## src/rtl/core/ttld_pkg.sv

```systemverilog
// ttld_pkg: shared widths, register codes and lamp decode for the transient
// trigger lamp driver. No dependencies.
`default_nettype none

package ttld_pkg;

    localparam int SAMPLE_W = 8;
    localparam int LONG_W   = 28;
    localparam int SHORT_W  = 20;
    localparam int OFFSET_W = 20;
    localparam int PHASE_W  = 4;
    localparam int LAMP_W   = 3;

    localparam int APB_DATA_W = 32;
    localparam int APB_ADDR_W = 3;

    localparam logic [OFFSET_W-1:0] OFFSET_RESET = OFFSET_W'(1024);

    // Register indexes (byte address = 4 * index)
    localparam logic [0:0] REG_TRIGGER_OFFSET = 1'b0;

    localparam logic [PHASE_W-1:0] PHASE_MODULUS    = PHASE_W'(15);
    localparam logic [PHASE_W-1:0] PHASE_FIRST_END  = PHASE_W'(5);
    localparam logic [PHASE_W-1:0] PHASE_SECOND_END = PHASE_W'(10);

    localparam logic [LAMP_W-1:0] LAMPS_ALL_OFF = 3'b111;
    localparam logic [LAMP_W-1:0] LAMP_FIRST    = 3'b110;
    localparam logic [LAMP_W-1:0] LAMP_SECOND   = 3'b101;
    localparam logic [LAMP_W-1:0] LAMP_THIRD    = 3'b011;

    typedef struct packed {
        logic [LAMP_W-1:0] lamp_drive;
        logic              triggered;
    } t_result;

    // Active-low lamp pattern for a phase, five phases per lamp
    function automatic logic [LAMP_W-1:0] lamp_for_phase(input logic [PHASE_W-1:0] phase);
        logic [LAMP_W-1:0] lamps;
        if (phase < PHASE_FIRST_END) begin
            lamps = LAMP_FIRST;
        end else if (phase < PHASE_SECOND_END) begin
            lamps = LAMP_SECOND;
        end else begin
            lamps = LAMP_THIRD;
        end
        return lamps;
    endfunction

endpackage

`default_nettype wire

```

## src/rtl/core/ttld_update.sv

```systemverilog
// ttld_update: next-state logic for both leaky integrators, the trigger
// compare and the lamp phase sequencer. Depends on ttld_pkg.
`default_nettype none

module ttld_update #(
    parameter int LONG_DECAY_SHIFT  = 20,
    parameter int SHORT_DECAY_SHIFT = 12,
    parameter int ALIGN_SHIFT       = 8
) (
    input  wire logic [ttld_pkg::LONG_W-1:0]   i_long_sum,
    input  wire logic [ttld_pkg::SHORT_W-1:0]  i_short_sum,
    input  wire logic [ttld_pkg::PHASE_W-1:0]  i_phase,
    input  wire logic [ttld_pkg::SAMPLE_W-1:0] i_sample,
    input  wire logic [ttld_pkg::OFFSET_W-1:0] i_offset,
    output logic      [ttld_pkg::LONG_W-1:0]   o_long_sum,
    output logic      [ttld_pkg::SHORT_W-1:0]  o_short_sum,
    output logic      [ttld_pkg::PHASE_W-1:0]  o_phase,
    output ttld_pkg::t_result                  o_result
);

    localparam int SCALED_W = ttld_pkg::LONG_W - ALIGN_SHIFT;
    localparam int MAX_W    = (SCALED_W > ttld_pkg::OFFSET_W) ? SCALED_W : ttld_pkg::OFFSET_W;
    localparam int CMP_W    = ((MAX_W > ttld_pkg::SHORT_W) ? MAX_W : ttld_pkg::SHORT_W) + 1;

    logic [SCALED_W-1:0]          scaled_long;
    logic [CMP_W-1:0]             threshold;
    logic                         fire;
    logic [ttld_pkg::PHASE_W:0]   phase_inc;
    logic [ttld_pkg::PHASE_W-1:0] phase_next;

    always_comb begin
        o_long_sum  = i_long_sum - (i_long_sum >> LONG_DECAY_SHIFT)
                      + ttld_pkg::LONG_W'(i_sample);
        o_short_sum = i_short_sum - (i_short_sum >> SHORT_DECAY_SHIFT)
                      + ttld_pkg::SHORT_W'(i_sample);

        // Compare at full precision so the threshold sum never wraps
        scaled_long = o_long_sum[ttld_pkg::LONG_W-1:ALIGN_SHIFT];
        threshold   = CMP_W'(scaled_long) + CMP_W'(i_offset);
        fire        = CMP_W'(o_short_sum) > threshold;

        // Wrap mod 15; also covers an out-of-range phase of 15
        phase_inc = {1'b0, i_phase} + (ttld_pkg::PHASE_W+1)'(1);
        if (phase_inc >= {1'b0, ttld_pkg::PHASE_MODULUS}) begin
            phase_next = ttld_pkg::PHASE_W'(phase_inc - {1'b0, ttld_pkg::PHASE_MODULUS});
        end else begin
            phase_next = phase_inc[ttld_pkg::PHASE_W-1:0];
        end

        if (fire) begin
            o_phase             = i_phase;
            o_result.lamp_drive = ttld_pkg::LAMPS_ALL_OFF;
        end else begin
            o_phase             = phase_next;
            o_result.lamp_drive = ttld_pkg::lamp_for_phase(phase_next);
        end
        o_result.triggered = fire;
    end

endmodule

`default_nettype wire

```

## src/rtl/core/transient_trigger_led_driver.sv

```systemverilog
// transient_trigger_led_driver: top level with sample input register, state
// registers, result register and the APB register. Depends on ttld_pkg, ttld_update.
//
//  channel   | valid        | stall        | payload
//  ----------+--------------+--------------+-------------------------------
//  sample in | i_in_valid   | o_in_stall   | i_sample
//  result    | o_out_valid  | i_out_stall  | o_lamp_drive, o_triggered
//  config    | psel/penable | pready (= 1) | paddr, pwdata, pwrite, prdata
//
// One transaction per cycle sustained while i_out_stall is low; o_out_valid rises once
// the sample has passed the input register, then the result register. The integrator update,
// compare and phase step are combinational between those registers.
// Synchronous reset clears sums, phase and valids; trigger_offset resets to 1024.
// A stalled result holds; the input register keeps taking samples until it too is full.
`default_nettype none

module transient_trigger_led_driver #(
    parameter int LONG_DECAY_SHIFT  = 20,
    parameter int SHORT_DECAY_SHIFT = 12,
    parameter int ALIGN_SHIFT       = 8
) (
    input  wire logic                              i_clk,
    input  wire logic                              i_rst_n,
    input  wire logic                              i_in_valid,
    output logic                                   o_in_stall,
    input  wire logic [ttld_pkg::SAMPLE_W-1:0]     i_sample,
    output logic                                   o_out_valid,
    input  wire logic                              i_out_stall,
    output logic      [ttld_pkg::LAMP_W-1:0]       o_lamp_drive,
    output logic                                   o_triggered,
    input  wire logic                              psel,
    input  wire logic                              penable,
    input  wire logic                              pwrite,
    input  wire logic [ttld_pkg::APB_ADDR_W-1:0]   paddr,
    input  wire logic [ttld_pkg::APB_DATA_W-1:0]   pwdata,
    output logic      [ttld_pkg::APB_DATA_W-1:0]   prdata,
    output logic                                   pready
);

    logic                              r_in_valid;
    logic [ttld_pkg::SAMPLE_W-1:0]     r_sample;
    logic [ttld_pkg::LONG_W-1:0]       r_long_sum;
    logic [ttld_pkg::SHORT_W-1:0]      r_short_sum;
    logic [ttld_pkg::PHASE_W-1:0]      r_phase;
    logic [ttld_pkg::OFFSET_W-1:0]     r_offset;
    logic                              r_out_valid;
    ttld_pkg::t_result                 r_result;

    logic [ttld_pkg::LONG_W-1:0]       n_long_sum;
    logic [ttld_pkg::SHORT_W-1:0]      n_short_sum;
    logic [ttld_pkg::PHASE_W-1:0]      n_phase;
    ttld_pkg::t_result                 n_result;

    logic in_accept;
    logic advance;
    logic cfg_write;
    logic reg_sel;

    ttld_update #(
        .LONG_DECAY_SHIFT  (LONG_DECAY_SHIFT),
        .SHORT_DECAY_SHIFT (SHORT_DECAY_SHIFT),
        .ALIGN_SHIFT       (ALIGN_SHIFT)
    ) u_update (
        .i_long_sum  (r_long_sum),
        .i_short_sum (r_short_sum),
        .i_phase     (r_phase),
        .i_sample    (r_sample),
        .i_offset    (r_offset),
        .o_long_sum  (n_long_sum),
        .o_short_sum (n_short_sum),
        .o_phase     (n_phase),
        .o_result    (n_result)
    );

    // Stage 2 moves when the input register holds a sample and the result register is empty or being drained
    assign advance    = r_in_valid && (!r_out_valid || !i_out_stall);
    assign o_in_stall = r_in_valid && !advance;
    assign in_accept  = i_in_valid && !o_in_stall;

    assign reg_sel   = paddr[ttld_pkg::APB_ADDR_W-1];
    assign cfg_write = psel && penable && pwrite && pready
                       && (reg_sel == ttld_pkg::REG_TRIGGER_OFFSET);

    assign pready = 1'b1;

    always_comb begin
        prdata = '0;
        unique case (reg_sel)
            ttld_pkg::REG_TRIGGER_OFFSET: prdata = ttld_pkg::APB_DATA_W'(r_offset);
            default:                      prdata = '0;
        endcase
    end

    always_ff @(posedge i_clk) begin
        if (!i_rst_n) begin
            r_in_valid  <= 1'b0;
            r_out_valid <= 1'b0;
            r_long_sum  <= '0;
            r_short_sum <= '0;
            r_phase     <= '0;
            r_offset    <= ttld_pkg::OFFSET_RESET;
        end else begin
            if (in_accept) begin
                r_in_valid <= 1'b1;
            end else if (advance) begin
                r_in_valid <= 1'b0;
            end

            if (advance) begin
                r_out_valid <= 1'b1;
                r_long_sum  <= n_long_sum;
                r_short_sum <= n_short_sum;
                r_phase     <= n_phase;
            end else if (!i_out_stall) begin
                r_out_valid <= 1'b0;
            end

            if (cfg_write) begin
                r_offset <= pwdata[ttld_pkg::OFFSET_W-1:0];
            end
        end
    end

    always_ff @(posedge i_clk) begin
        if (in_accept) begin
            r_sample <= i_sample;
        end
        if (advance) begin
            r_result <= n_result;
        end
    end

    assign o_out_valid  = r_out_valid;
    assign o_lamp_drive = r_result.lamp_drive;
    assign o_triggered  = r_result.triggered;

endmodule

`default_nettype wire

```

## config.mk

```make
export PLATFORM = sky130hd
export DESIGN_NAME = transient_trigger_led_driver
export DESIGN_NICKNAME = d
export VERILOG_FILES = /design/src/rtl/core/ttld_pkg.sv /design/src/rtl/core/ttld_update.sv /design/src/rtl/core/transient_trigger_led_driver.sv
export SDC_FILE = /design/constraint.sdc
export NUM_CORES = 1
export LEC_CHECK = 0
export ABC_CLOCK_PERIOD_IN_PS = 6000
export BUFFER_PORTS_ARGS = -buffer_cell sky130_fd_sc_hd__clkbuf_2
export CAP_MARGIN = 0
export CORE_MARGIN = 2
export CORE_UTILIZATION = 38
export DETAILED_ROUTE_END_ITERATION = 10
export GPL_TIMING_DRIVEN = 0
export PLACE_DENSITY = 0.63
export SETUP_SLACK_MARGIN = 0.4
export SYNTH_ARGS = -nofsm -noshare
export SYNTH_HDL_FRONTEND = slang
export SYNTH_SLANG_ARGS = --single-unit
```

## constraint.sdc

```tcl
create_clock -name i_clk -period 6 [get_ports i_clk]
set_clock_uncertainty 0.1 [all_clocks]
set_input_delay 0.3 -clock i_clk [delete_from_list [all_inputs] [get_ports i_clk]]
set_output_delay 0.3 -clock i_clk [all_outputs]
set_load 0.02 [all_outputs]
```

# Yosys cells after proc, flatten, opt, wreduce, memory -nomap -nowiden
# Index checks and enable logic that the tools add are counted.
dict set report word_totals {
  reg_bits 86
  latch_bits 0
  ram_bits 0
  mem_bits_ro 0
  inputBits 50
  output_inout_bits 39
  mem_count 0
}
dict set report classes {
  add_sub_neg 7
  mul 0
  div_mod_pow 0
  magnitude_cmp 4
  n_eq_ne 1
  shift 0
  muxes 8
  bitwise 2
  reduce_logical 14
}
# operator n
set op_table {}
lappend op_table {{adder 28 x 8 -> 28 bit} 1}
lappend op_table {{subtractor 28 x 8 -> 28 bit} 1}
lappend op_table {{adder 20 x 20 -> 21 bit} 1}
lappend op_table {{> comparator 20 x 21 -> 1 bit} 1}
lappend op_table {{adder 20 x 8 -> 20 bit} 1}
lappend op_table {{two-way mux 20 bit} 1}
lappend op_table {{subtractor 20 x 8 -> 20 bit} 1}
lappend op_table {{logical AND 1 bit} 6}
lappend op_table {{adder 4 x 1 -> 5 bit (second input constant)} 1}
lappend op_table {{greater-or-equal comparator 5 x 4 -> 1 bit (second input constant)} 1}
lappend op_table {{two-way mux 1 bit} 5}
lappend op_table {{zero test 1 bit} 4}
lappend op_table {{< comparator 4 x 3 -> 1 bit (second input constant)} 1}
lappend op_table {{< comparator 4 bit (second input constant)} 1}
lappend op_table {{two-way mux 4 bit} 1}
lappend op_table {{subtractor 4 bit (second input constant)} 1}
lappend op_table {{two-way mux 3 bit} 1}
lappend op_table {{inequality test 2 x 1 -> 1 bit (second input constant)} 1}
lappend op_table {{NOT 1 bit} 2}
lappend op_table {{AND reduction 2 bit} 1}
lappend op_table {{nonzero test 2 bit} 1}
lappend op_table {{OR reduction 2 bit} 1}
lappend op_table {{logical OR 1 bit} 1}

# Longest topological paths before layout
dict set report depth {
  depth_word 8
  depth_mapped 33
  ltp_nobuf 33
}

# Modules after synthesis
# From an unflattened synthesis, not the netlist that was laid out.
dict set report unflattened {
  hier_cells 966
  hier_area_um2 7968.9
}
# mod n_inst cells_each area_each_um2 seq_area_each_um2
set by_module_without_submodules {}
lappend by_module_without_submodules {ttld_update 1 595 4354.2 0.0}
lappend by_module_without_submodules {transient_trigger_led_driver 1 371 3614.7 1841.8}

# Worst setup path after synthesis
# OpenSTA, ideal clock, no wires.
dict set report synth_path {
  path_type {reg-to-reg}
  startpoint {register r_sample[1] in the netlist's numbering}
  endpoint {register r_phase[1] in the netlist's numbering}
  setup_time_ns 0.072
  arrival_ns 5.756
  t_required_ns 5.828
  slack_ns 0.073
  stages_incl_launch_ff 31
  cell_sequence {edfxtp_1 -> inv_1 -> fa_1 -> inv_1 -> ha_1 -> a211oi_1 -> o21ai_0 -> a21oi_1 -> o21bai_1 -> a21o_1 -> a21oi_1 -> xor2_1 -> inv_1 -> ha_1 -> a21o_1 -> a21oi_1 -> nor2b_1 -> o21a_1 -> o311ai_0 -> nand4b_1 -> a31o_2 -> a21o_1 -> xnor2_1 -> ha_1 -> nand3_1 -> o21ai_0 -> o211ai_1 -> a41oi_1 -> o21ai_1 -> nand2_1 -> mux2i_1}
}
dict set report synth_via {
  elab_chain_cells 5
}
# element line_no
set synth_rtl {}
lappend synth_rtl {{from (decl)} transient_trigger_led_driver.sv:41} ;# logic [ttld_pkg::SAMPLE_W-1:0] r_sample;
lappend synth_rtl {{from (signal assigned)} transient_trigger_led_driver.sv:126} ;# r_sample <= i_sample;
lappend synth_rtl {{adder 28 x 8 -> 28 bit} ttld_update.sv:33} ;# + ttld_pkg::LONG_W'(i_sample);
lappend synth_rtl {{via n_long_sum (one bit)} transient_trigger_led_driver.sv:49} ;# logic [ttld_pkg::LONG_W-1:0] n_long_sum;
lappend synth_rtl {{adder 20 x 20 -> 21 bit} ttld_update.sv:39} ;# threshold = CMP_W'(scaled_long) + CMP_W'(i_offset);
lappend synth_rtl {{> comparator 20 x 21 -> 1 bit} ttld_update.sv:40} ;# fire = CMP_W'(o_short_sum) > threshold;
lappend synth_rtl {{NOT 1 bit (no source line)} -}
lappend synth_rtl {{AND reduction 2 bit (no source line)} -}
lappend synth_rtl {{to (signal assigned)} transient_trigger_led_driver.sv:113} ;# r_phase <= n_phase;
lappend synth_rtl {{to (decl)} transient_trigger_led_driver.sv:44} ;# logic [ttld_pkg::PHASE_W-1:0] r_phase;
# The timed path passes the listed nets, and every way through them passes these cells.
# A chain may end at the register's enable or synchronous reset.

# Worst setup path after layout
dict set report layout_path {
  startpoint {register r_sample[1] in the netlist's numbering}
  endpoint {register r_phase[0] in the netlist's numbering}
}
# Same word-level chain as after synthesis.

==> flow_summary.json <==
{
  "worstPathRequired_ps": 6170,
  "hpwl_mm": 15.6,
  "crit_fanout": 7,
  "synth_flop_cell": "dfxtp_1",
  "clock_sinks": 86,
  "startpoint_type": "flip-flop",
  "slew_headroom_pct": 38.1,
  "min_period_over_period_pct": 101,
  "grt_first_pass_wirelength_mm": 32.5,
  "synth_seq_cells": 86,
  "min_period_ps": 6070,
  "violations": "negative setup slack",
  "gp_congestion": 0.868,
  "met2_usage_pct": 32.3,
  "grt_pass1_vias": 6501,
  "clockBufferDepth": 2,
  "antenna_found_initial": 0,
  "worstSetupEndpointType": "flip-flop",
  "rows": 52,
  "drive_above_1_share_pct": 17.2,
  "busiest_layer": "met2",
  "hold_viol_final": 0,
  "reg2reg_to": "r_phase[0]",
  "vias_per_cell": 5.05,
  "clock_latency_ps": 350,
  "drcViolationCount": 0,
  "synth_cell_type_count": 64,
  "cts_tree": "yes",
  "hold_class": "in2reg",
  "syn_inst": 971,
  "grt_usage_pct": 19.1,
  "setup_violations": 7,
  "netlist_area_sq_um": 7680,
  "diodes": 0,
  "io_pins": 89,
  "die_width_um": 146,
  "numCtsBuffers": 9,
  "r2r_start": "r_sample[1]",
  "start_util_pct": 38.3,
  "cap_viol_max_count": 0,
  "slowest_delay_ps": 430,
  "hold_depth": 1,
  "cp.arrival_ps": 6240,
  "overflow": 0,
  "whs_ps": 18.3,
  "grt_start_max_net_pins": 14,
  "finalMaxSlewViolations": 0,
  "synth_area_per_cell_sq_um": 7.91,
  "post_drt_wl_per_cell_um": 15.0,
  "area_growth_pct": 19.1,
  "core_sq_um": 20000,
  "cts-htree-levels": 3,
  "drtIter0Drc": 359,
  "vias": 6897,
  "ctsHoldBuffers": 0,
  "slowest_stage": "fa_1",
  "grt_use_met1_pct": 25.3,
  "layout_common_cells": "143 x nand2_1, 91 x inv_1, 86 x ha_1",
  "synth_async_sr_flop_share_pct": 0,
  "worstMarginPinSlew_ps": 929,
  "firstDrtPassIters": 5,
  "path_clk_slew_ps": 70,
  "synth_enable_flop_cells": 12,
  "status": "complete, but fails checks",
  "worstSetupPathType": "reg2reg",
  "port_buffers": 61,
  "hold_end": "r_sample[4]",
  "die-height_um": 146,
  "grtUsageMet3_pct": 2.97,
  "clock.fmax_mhz": 165,
  "yosysWarnings": 0,
  "worst_slack_ps": -70.4,
  "wl_mm": 20.4,
  "seq_area_frac_synth_pct": 24.0,
  "final_common_cell": "nand2_1",
  "worst-r2r-setup-slack_ps": -70,
  "drtAntennaViolNets": 0,
  "dieArea_sq_um": 21400,
  "min_from": "i_sample[4]",
  "root_buffer": "clkbuf_16",
  "rsz0062_at_grt": "true",
  "nets": 1249,
  "num-fill-cells": 2077,
  "r2r_cells": 32
}
layer usage:
| layer | wire, um | part of all wire, % | vias up |
|---|---|---|---|
| met3 | 903 | 4.4 | 27 |
| met1 | 9540 | 47 | 3208 |
| met5 | 0 | 0 | - |
| met2 | 9600 | 47 | 147 |
| li1 | - | - | 3515 |
| met4 | 399 | 2.0 | 0 |
cells in the mapped netlist, types with 23 or more instances:
cell      number  share of area (%)
nor2b_1       36                2.9
inv_1         99                4.8
a21o_1        30                2.9
dfxtp_1       74                 19
a21boi_0      47                4.6
o21ai_0       48                3.1
clkbuf_1      25                1.2
a21oi_1       57                3.7
nand3_1       23                1.5
xnor2_1       40                4.6
ha_1          92                 15
nor2_1        42                2.1
nand2_1      145                7.1
sequential cells by signal (all words and copies together) (netlist names):
name / count
r_long_sum: 28
r_offset: 20
r_short_sum: 20
r_sample: 8
r_phase: 4
o_lamp_drive: 3
o_out_valid: 1
o_triggered: 1
r_in_valid: 1
final cells by class:
cell class	count	area (sq um)	area share, %
clock inverter	2	10.0	0.109
buffer	43	211	2.31
sequential	86	1840	20.1
timing repair buffer	97	588	6.42
tap	270	338	3.69
clock buffer	14	254	2.77
inverter	100	375	4.10
multi-input combinational	753	5540	60.5
worst max-delay path: cells and delay by family, from the launching register on:
family | cells | cell delay (ps)
flops | 1 | 400
buf+inv | 4 | 420
fa+ha+maj | 4 | 1200
xor+xnor | 2 | 430
mux | 1 | 200
compound gates | 16 | 2810
simple gates | 5 | 430
through the flow:
stage	utilization, %	std cells	setup WS, ps	setup TNS (ps)	instance area, sq um
floorplan	-	982	413	0	7800
global route	45.7	1365	-336	-2370	9160
detailed placement	42.1	1313	-377	-2650	8440
finish	45.7	1365	-70.4	-261	9160
CTS	45.4	1362	-2.28	-4.43	9100
global placement	42.1	1313	-378	-2630	8440
what timing repair did:
action / in CTS / in global routing
setup buffers: 33 / 3
setup endpoints to repair: 8 / 8
cloned: 0 / 0
pin swaps: 43 / 30
gates resized for setup: 36 / 10
worst max-delay path by stage:
stage | from | to | slack, ps | cells past startpoint
2_1_floorplan | r_sample[1] | r_phase[1] | 410 | 31
3_3_place_gp | r_sample[2] | r_phase[1] | -380 | 29
3_5_place_dp | r_sample[4] | r_phase[3] | -380 | 29
4_1_cts | r_sample[1] | r_phase[3] | -2 | 32
5_1_grt | r_sample[1] | r_phase[0] | -340 | 32
6_report | r_sample[1] | r_phase[0] | -70 | 32
logic make-up after synthesis:
kind of cell | Yosys count | synth area share, %
AOI/OAI and AO/OA | 248 | 21.7
adders and majority gates | 109 | 19.4
DFF | 86 | 24.0
muxes | 6 | 0.782
other | 2 | 0.0977
xor gates and xnor gates | 62 | 7.07
and+or+nand+nor | 315 | 19.4
buffers and inverters | 143 | 7.62
Power is not shown: default switching activity piles up to over one toggle a cycle in this logic, so the estimate is an artifact.
